$ cat config.mk
export PLATFORM = sky130hd
export DESIGN_NAME = control_frame_deframer_core
export DESIGN_NICKNAME = d
export VERILOG_FILES = /design/src/rtl/core/cfd_pkg.sv /design/src/rtl/core/cfd_check.sv /design/src/rtl/core/control_frame_deframer_core.sv
export SDC_FILE = /design/constraint.sdc
export NUM_CORES = 1
export LEC_CHECK = 0
export ABC_AREA = 1
export BUFFER_PORTS_ARGS = -buffer_cell sky130_fd_sc_hd__clkbuf_2
export CAP_MARGIN = 20
export CORE_ASPECT_RATIO = 2
export CORE_UTILIZATION = 55
export DETAILED_ROUTE_END_ITERATION = 8
export HOLD_SLACK_MARGIN = 0.15
export PLACE_DENSITY = 0.74
export RECOVER_POWER = 50
export SYNTH_ARGS = -nofsm -noshare
export SYNTH_HDL_FRONTEND = slang
export SYNTH_HIERARCHICAL = 1
export SYNTH_SLANG_ARGS = --single-unit
export TNS_END_PERCENT = 5
$ cat constraint.sdc
create_clock -name clk_i -period 11.4 [get_ports clk_i]
set_input_delay 0 -clock clk_i [delete_from_list [all_inputs] [get_ports clk_i]]
set_output_delay 0 -clock clk_i [all_outputs]
set_load 0.01 [all_outputs]
$ cat src/rtl/core/cfd_pkg.sv
// Package for the control frame deframer.
// Holds the frame layout constants and the types shared by the check logic and the top level.
// Depends on nothing.
package cfd_pkg;

  localparam int unsigned FrameBytes = 10;
  localparam int unsigned WinBytes   = FrameBytes - 1;
  localparam int unsigned FillW      = 4;

  localparam logic [7:0] HeadByte = 8'h42;
  localparam logic [7:0] AddrByte = 8'h01;
  localparam logic [7:0] LenByte  = 8'h0A;

  localparam logic [FillW-1:0] FillFull = FillW'(WinBytes);

  typedef logic [FrameBytes-1:0][7:0] frame_t;
  typedef logic [WinBytes-1:0][7:0]   window_t;

  typedef struct packed {
    logic        match;
    logic [31:0] speed_bits;
    logic [15:0] servo_pulse;
  } check_t;

endpackage

$ cat src/rtl/core/cfd_check.sv
// Frame check for the control frame deframer.
// Tests header, checksum and speed exponent of one full frame and extracts its fields.
// Depends on cfd_pkg.
module cfd_check (
  input  cfd_pkg::frame_t frame_i,
  output cfd_pkg::check_t check_o
);
  import cfd_pkg::*;

  logic [7:0] sum_lo;
  logic [7:0] sum_hi;
  logic [7:0] sum;
  logic       head_ok;
  logic       sum_ok;
  logic       finite_ok;

  // The checksum covers bytes 0 to 8, split in two partial sums.
  assign sum_lo = frame_i[0] + frame_i[1] + frame_i[2] + frame_i[3] + frame_i[4];
  assign sum_hi = frame_i[5] + frame_i[6] + frame_i[7] + frame_i[8];
  assign sum    = sum_lo + sum_hi;

  assign head_ok   = (frame_i[0] == HeadByte) && (frame_i[1] == AddrByte) &&
                     (frame_i[2] == LenByte);
  assign sum_ok    = (sum == frame_i[9]);
  assign finite_ok = !((frame_i[6][6:0] == 7'h7F) && frame_i[5][7]);

  assign check_o.match       = head_ok && sum_ok && finite_ok;
  assign check_o.speed_bits  = {frame_i[6], frame_i[5], frame_i[4], frame_i[3]};
  assign check_o.servo_pulse = {frame_i[8], frame_i[7]};

endmodule

$ cat src/rtl/core/control_frame_deframer_core.sv
// Top level of the control frame deframer.
// Registers each received byte, checks the frame window and holds a matched result.
// Depends on cfd_pkg and cfd_check.

// The block takes one received byte per beat and accepts a new byte in every cycle
// while the result side keeps up. A byte passes an input register, then the window
// check, and the fields of a matched frame are registered into the result register
// that drives the output. The window keeps the last nine bytes; when a tenth arrives
// the frame is checked, and on a match the speed and servo fields are emitted and the
// window empties, otherwise the oldest byte is dropped. Throughput is set by the result
// register: while a result waits, at most one more byte is taken into the input register.
module control_frame_deframer_core (
  input  logic        clk_i,
  input  logic        rst_ni,
  input  logic        in_valid_i,
  output logic        in_ready_o,
  input  logic [7:0]  rx_byte_i,
  output logic        out_valid_o,
  input  logic        out_ready_i,
  output logic [31:0] speed_bits_o,
  output logic [15:0] servo_pulse_o
);
  import cfd_pkg::*;

  logic                s1_valid_q;
  logic [7:0]          s1_byte_q;
  logic                advance;
  logic                full;
  logic [FillW-1:0]    fill_q;
  logic [FillW-1:0]    fill_d;
  window_t             win_q;
  window_t             win_d;
  frame_t              frame;
  check_t              chk;
  logic                out_valid_q;
  logic                out_valid_d;
  logic [31:0]         speed_q;
  logic [15:0]         servo_q;

  assign advance    = !out_valid_q || out_ready_i;
  assign in_ready_o = !s1_valid_q || advance;
  assign full       = (fill_q == FillFull);

  always_comb begin
    frame = '0;
    for (int i = 0; i < int'(WinBytes); i++) begin
      frame[i] = win_q[i];
    end
    frame[FrameBytes-1] = s1_byte_q;
  end

  cfd_check u_check (
    .frame_i (frame),
    .check_o (chk)
  );

  always_comb begin
    win_d       = win_q;
    fill_d      = fill_q;
    out_valid_d = out_valid_q && !out_ready_i;
    if (s1_valid_q && advance) begin
      if (!full) begin
        win_d[fill_q] = s1_byte_q;
        fill_d        = fill_q + FillW'(1);
      end else if (chk.match) begin
        fill_d      = '0;
        out_valid_d = 1'b1;
      end else begin
        for (int i = 0; i < int'(WinBytes) - 1; i++) begin
          win_d[i] = win_q[i+1];
        end
        win_d[WinBytes-1] = s1_byte_q;
      end
    end
  end

  always_ff @(posedge clk_i or negedge rst_ni) begin
    if (!rst_ni) begin
      s1_valid_q  <= 1'b0;
      fill_q      <= '0;
      out_valid_q <= 1'b0;
    end else begin
      if (in_ready_o) begin
        s1_valid_q <= in_valid_i;
      end
      fill_q      <= fill_d;
      out_valid_q <= out_valid_d;
    end
  end

  always_ff @(posedge clk_i) begin
    if (in_valid_i && in_ready_o) begin
      s1_byte_q <= rx_byte_i;
    end
    win_q <= win_d;
    if (s1_valid_q && advance && full && chk.match) begin
      speed_q <= chk.speed_bits;
      servo_q <= chk.servo_pulse;
    end
  end

  assign out_valid_o   = out_valid_q;
  assign speed_bits_o  = speed_q;
  assign servo_pulse_o = servo_q;

  a_fill_range: assert property (@(posedge clk_i) disable iff (!rst_ni)
    fill_q <= FillFull)
    else $error("Window fill count out of range.");

  a_match_empties: assert property (@(posedge clk_i) disable iff (!rst_ni)
    (s1_valid_q && advance && full && chk.match) |=> (fill_q == '0) && out_valid_q)
    else $error("Matched frame did not empty the window and post a result.");

  a_out_source: assert property (@(posedge clk_i) disable iff (!rst_ni)
    $rose(out_valid_q) |-> $past(s1_valid_q && full))
    else $error("Result appeared without a full window check.");

  a_s1_hold: assert property (@(posedge clk_i) disable iff (!rst_ni)
    (s1_valid_q && !advance) |=> s1_valid_q && $stable(s1_byte_q) && $stable(fill_q))
    else $error("Stalled input beat was lost or changed.");

endmodule

==> results <==
- The flow ran to the end, but the final reports show violations.
- The final reports fail on capacitance limit, slew limit.
- At the end of the flow, the number of nets in the layout was ~740.
- Across the VDD grid, the largest voltage drop is between 0.3 and 0.4 mV.
- The post-CTS setup repair buffer count is 0.
- Ranked by total cell area, the synthesized netlist is headed by sky130_fd_sc_hd__edfxtp_1 (54%), sky130_fd_sc_hd__fa_1 (13%), sky130_fd_sc_hd__nand2_1 (6.6%).
- The number of buffers created by CTS is 17.
- From synthesis to final layout, the design area changed by 9.892%.
- In this run the critical register-to-register path is launched from frame[50].
- The analysis attributes to cell leakage a power of about 3 nW.
- The die extent in x is ~83 um.
- The number of antenna diodes in the final layout is 0.
- The capturing element type of the critical path is a flop.
- The vertical extent of the die is ~160 um.
- The port buffer count is 61.
- The count of unique library cells instantiated by Yosys is 28.
- Counting I/O delays and the setup requirement, the final critical path takes about 5.9 ns.
- Setup repair after global routing left no endpoint under its margin.
- The placement-stage worst setup slack is ~5.5 ns.
- The remaining routing DRC violations is 0.
- The routed wirelength normalized by instance count is around 21 um.
- The final antenna-violating net count is 0.
- The area share of the leading cell type in the synthesized netlist is 0.5350.
- The region available for standard cell placement spans between 0.01 and 0.015 mm^2.
- The first global-routing pass estimated 26.17 mm of wire.
- For this block, the initial DRC count from the detailed router was slightly below 400.
- The buffer type at the clock tree root is sky130_fd_sc_hd__clkbuf_16.
- Across the routed clock network, the largest skew measured is between 0.008 and 0.009 ns.
- The H-tree was split into 4 levels.
- The cell area after synthesis is between 0.007 and 0.008 mm^2.
- TritonCTS built the clock tree.
- Summed over all failing endpoints, the final setup total negative slack is 0 ns.
- In this run the mean area of a mapped cell was between 10 and 15 um^2.
- The leading area contributor after synthesis is sky130_fd_sc_hd__edfxtp_1.
- The total nets after synthesis is 698.
- Yosys printed 6 warnings.
- The count of TritonRoute iterations in the first routing pass is 5.
- Data on the critical path is required at its endpoint by around 11 ns.
- The initial cell density of the core is 0.5690.
- For this design, the sink count on the clock tree is 134.
- The critical path starts at frame[50].
- The worst path arrival time is 5.99 ns.
- The clock insertion delay at the later pin of the skew report is between 0.4 and 0.5 ns.
- The leftover overflow at the end of global routing is 0.
- The final max-slew violation count is a little over 70.
- Setup violations remaining at the end of the flow were counted as 0.
- The filler cell count is roughly 1000.
- After clock tree synthesis, the clock-pin slew on the worst setup and hold paths is about 0.06 ns.
- The power per cell area is approximately 320 mW/mm^2.
- The final weighted congestion of routability-driven global placement is ~0.99.
- The flop and latch count out of synthesis is roughly 130.
- The final critical-path share of the clock period is 0.5174.
- The die covers 0.01355 mm^2.
- Entering global routing, the biggest net connects between 70 and 80 pins.
- The wire-length estimate of the detail-placed layout is 12.44 mm.
- The final hold slack is roughly 0.28 ns.
- The post-detailed-routing wire length is 17.24 mm.
- The slew at the pin with the worst max-slew slack is 4.548 ns.
- For this run, the register share of the synthesized area comes to 0.5559.
- For this run, the share of the core covered by cells in the final layout is 0.6252.
- The type of the most critical hold path is in2reg.
- STA classifies the critical path startpoint as a flop.
- The number of vias after detailed routing is 4740.
- The startpoint identified for the worst hold timing path is rx_byte_i[7].
- The number of endpoints with negative hold slack in the final report came to 0.
- The number of antenna violations at the first check in global routing is 0.
- The number of top-level pins is 62.
- For this run, the total global-route usage over all layers was measured as 0.2662.
- The via count of the first global-routing pass is 5032.
- The per-cell via count in the routed design is about 5.7.
- The ratio of cells with drive above 1 in the final layout is 0.08163.
- The tool flagged a number of max-cap violations equal to 1.
- In this run the deepest clock path goes through 2 buffers.
- Timing would allow up to around 170 MHz.
- The post-synthesis instance total is approximately 630.
- The category of the critical setup timing path is reg2reg.
- Along the worst path, the maximum fanout reaches 27.
- The minimum setup slack in the final design is 5.501 ns.
- The relative slew slack is -2.043.
- The floorplan has 58 rows.
- Power comes to between 0.002 and 0.003 W.
==> repair_timing <==
item	CTS	global route
hold endpoints to repair	27	0
setup endpoints to repair	0	0
resized for setup	0	0
hold buffers	14	0
==> synthesized netlist by cell type (all sizes together) <==
cell type,n
nor3,1
or2,2
edfxtp,128
nand4,4
buf,55
o211ai,1
nor2,46
fa,45
a21oi,11
xnor2,5
inv,87
xor2,6
nand3b,3
dfrtp,6
nand3,23
ha,8
o21ai,71
nand2,131
==> placed cells by master (no fill, tap or decap), types with 5 or more instances in the layout <==
cell	instances
sky130_fd_sc_hd__a21oi_1	10
sky130_fd_sc_hd__clkbuf_1	50
sky130_fd_sc_hd__clkbuf_16	17
sky130_fd_sc_hd__clkbuf_2	11
sky130_fd_sc_hd__dfrtp_1	6
sky130_fd_sc_hd__dlygate4sd3_1	14
sky130_fd_sc_hd__edfxtp_1	128
sky130_fd_sc_hd__fa_1	45
sky130_fd_sc_hd__ha_1	8
sky130_fd_sc_hd__inv_1	85
sky130_fd_sc_hd__inv_8	5
sky130_fd_sc_hd__nand2_1	127
sky130_fd_sc_hd__nand3_1	23
sky130_fd_sc_hd__nor2_1	42
sky130_fd_sc_hd__o21ai_0	64
sky130_fd_sc_hd__o21ai_1	6
sky130_fd_sc_hd__xnor2_1	5
sky130_fd_sc_hd__xor2_1	6
==> flip-flops by register name, indices dropped and copies added, names as in the netlist <==
name / flops
fill_q: 4
frame: 72
out_valid_o: 1
s1_byte_q: 8
s1_valid_q: 1
servo_pulse_o: 16
speed_bits_o: 32
==> final cells by class <==
cell class | instances | area [um^2] | share of cell area
Timing Repair Buffer | 76 | 390.4 | 0.04945
Clock buffer | 17 | 425.4 | 0.05388
Clock inverter | 15 | 161.4 | 0.02044
Multi-Input combinational cell | 357 | 2410 | 0.3052
Sequential cell | 134 | 3994 | 0.5059
Tap cell | 150 | 187.7 | 0.02377
Inverter | 87 | 326.6 | 0.04136
==> worst max-delay path, cell delays in order (launching register included) <==
cell                       delay [ns]
sky130_fd_sc_hd__edfxtp_1        0.47
sky130_fd_sc_hd__fa_1            0.59
sky130_fd_sc_hd__inv_1           0.08
sky130_fd_sc_hd__fa_1            0.53
sky130_fd_sc_hd__fa_1            0.47
sky130_fd_sc_hd__fa_1            0.49
sky130_fd_sc_hd__inv_1           0.07
sky130_fd_sc_hd__ha_1            0.19
sky130_fd_sc_hd__inv_1           0.07
sky130_fd_sc_hd__fa_1            0.52
sky130_fd_sc_hd__o21ai_0         0.10
sky130_fd_sc_hd__nor2_1          0.11
sky130_fd_sc_hd__o21ai_0         0.08
sky130_fd_sc_hd__nor2_1          0.09
sky130_fd_sc_hd__nand4_1         0.10
sky130_fd_sc_hd__nor2_1          0.11
sky130_fd_sc_hd__nand2_1         0.07
sky130_fd_sc_hd__nor2_1          0.13
sky130_fd_sc_hd__nand3_1         0.25
sky130_fd_sc_hd__nor2_4          0.57
sky130_fd_sc_hd__buf_4           0.44
==> logic make-up after synthesis <==
| family | after synthesis | share of synthesized area |
|---|---|---|
| AOI/OAI and AO/OA | 83 | 0.06026 |
| xor gates and xnor gates | 11 | 0.01341 |
| adders and majority gates | 53 | 0.1393 |
| buffers and inverters | 142 | 0.1071 |
| DFF | 134 | 0.5559 |
| and+or+nand+nor | 210 | 0.1240 |
==> layer usage <==
layer,global-route usage,wire length [um],vias to the layer above
li1,-,-,2115
met1,0.2524,5482,2298
met2,0.4866,9499,253
met3,0.05407,926,74
met4,0.2179,1334,0
met5,0,0,-
==> report_power, final <==
| part | switching [W] | leakage [nW] | total [W] | internal, W |
|---|---|---|---|---|
| clock network | 0.000233 | 0.281 | 0.000543 | 0.000310 |
| logic | 0.000813 | 1.51 | 0.00130 | 0.000490 |
| registers | 0.0000539 | 1.26 | 0.000669 | 0.000615 |
| total | 0.00110 | 3.05 | 0.00251 | 0.00141 |
==> final timing paths <==
check | end | slack (ns) | depth (start not counted)
max reg2reg | speed_bits_o[1] | 5.50 | 20
max in group asynchronous | s1_valid_q | 10.67 | 3
min in group asynchronous | fill_q[2] | 0.51 | 3
min | s1_byte_q[7] | 0.28 | 2
max | speed_bits_o[1] | 5.50 | 20
min reg2reg | servo_pulse_o[7] | 0.51 | 0
==> through the flow <==
| step | area [um^2] | instances |
|---|---|---|
| global placement | 7249 | 790 |
| CTS | 7976 | 836 |
| floorplan | 7184 | 633 |
| finish | 7895 | 836 |
| global route | 7895 | 836 |
| detailed placement | 7249 | 790 |
No activity file was read; power rests on OpenSTA's default activity.
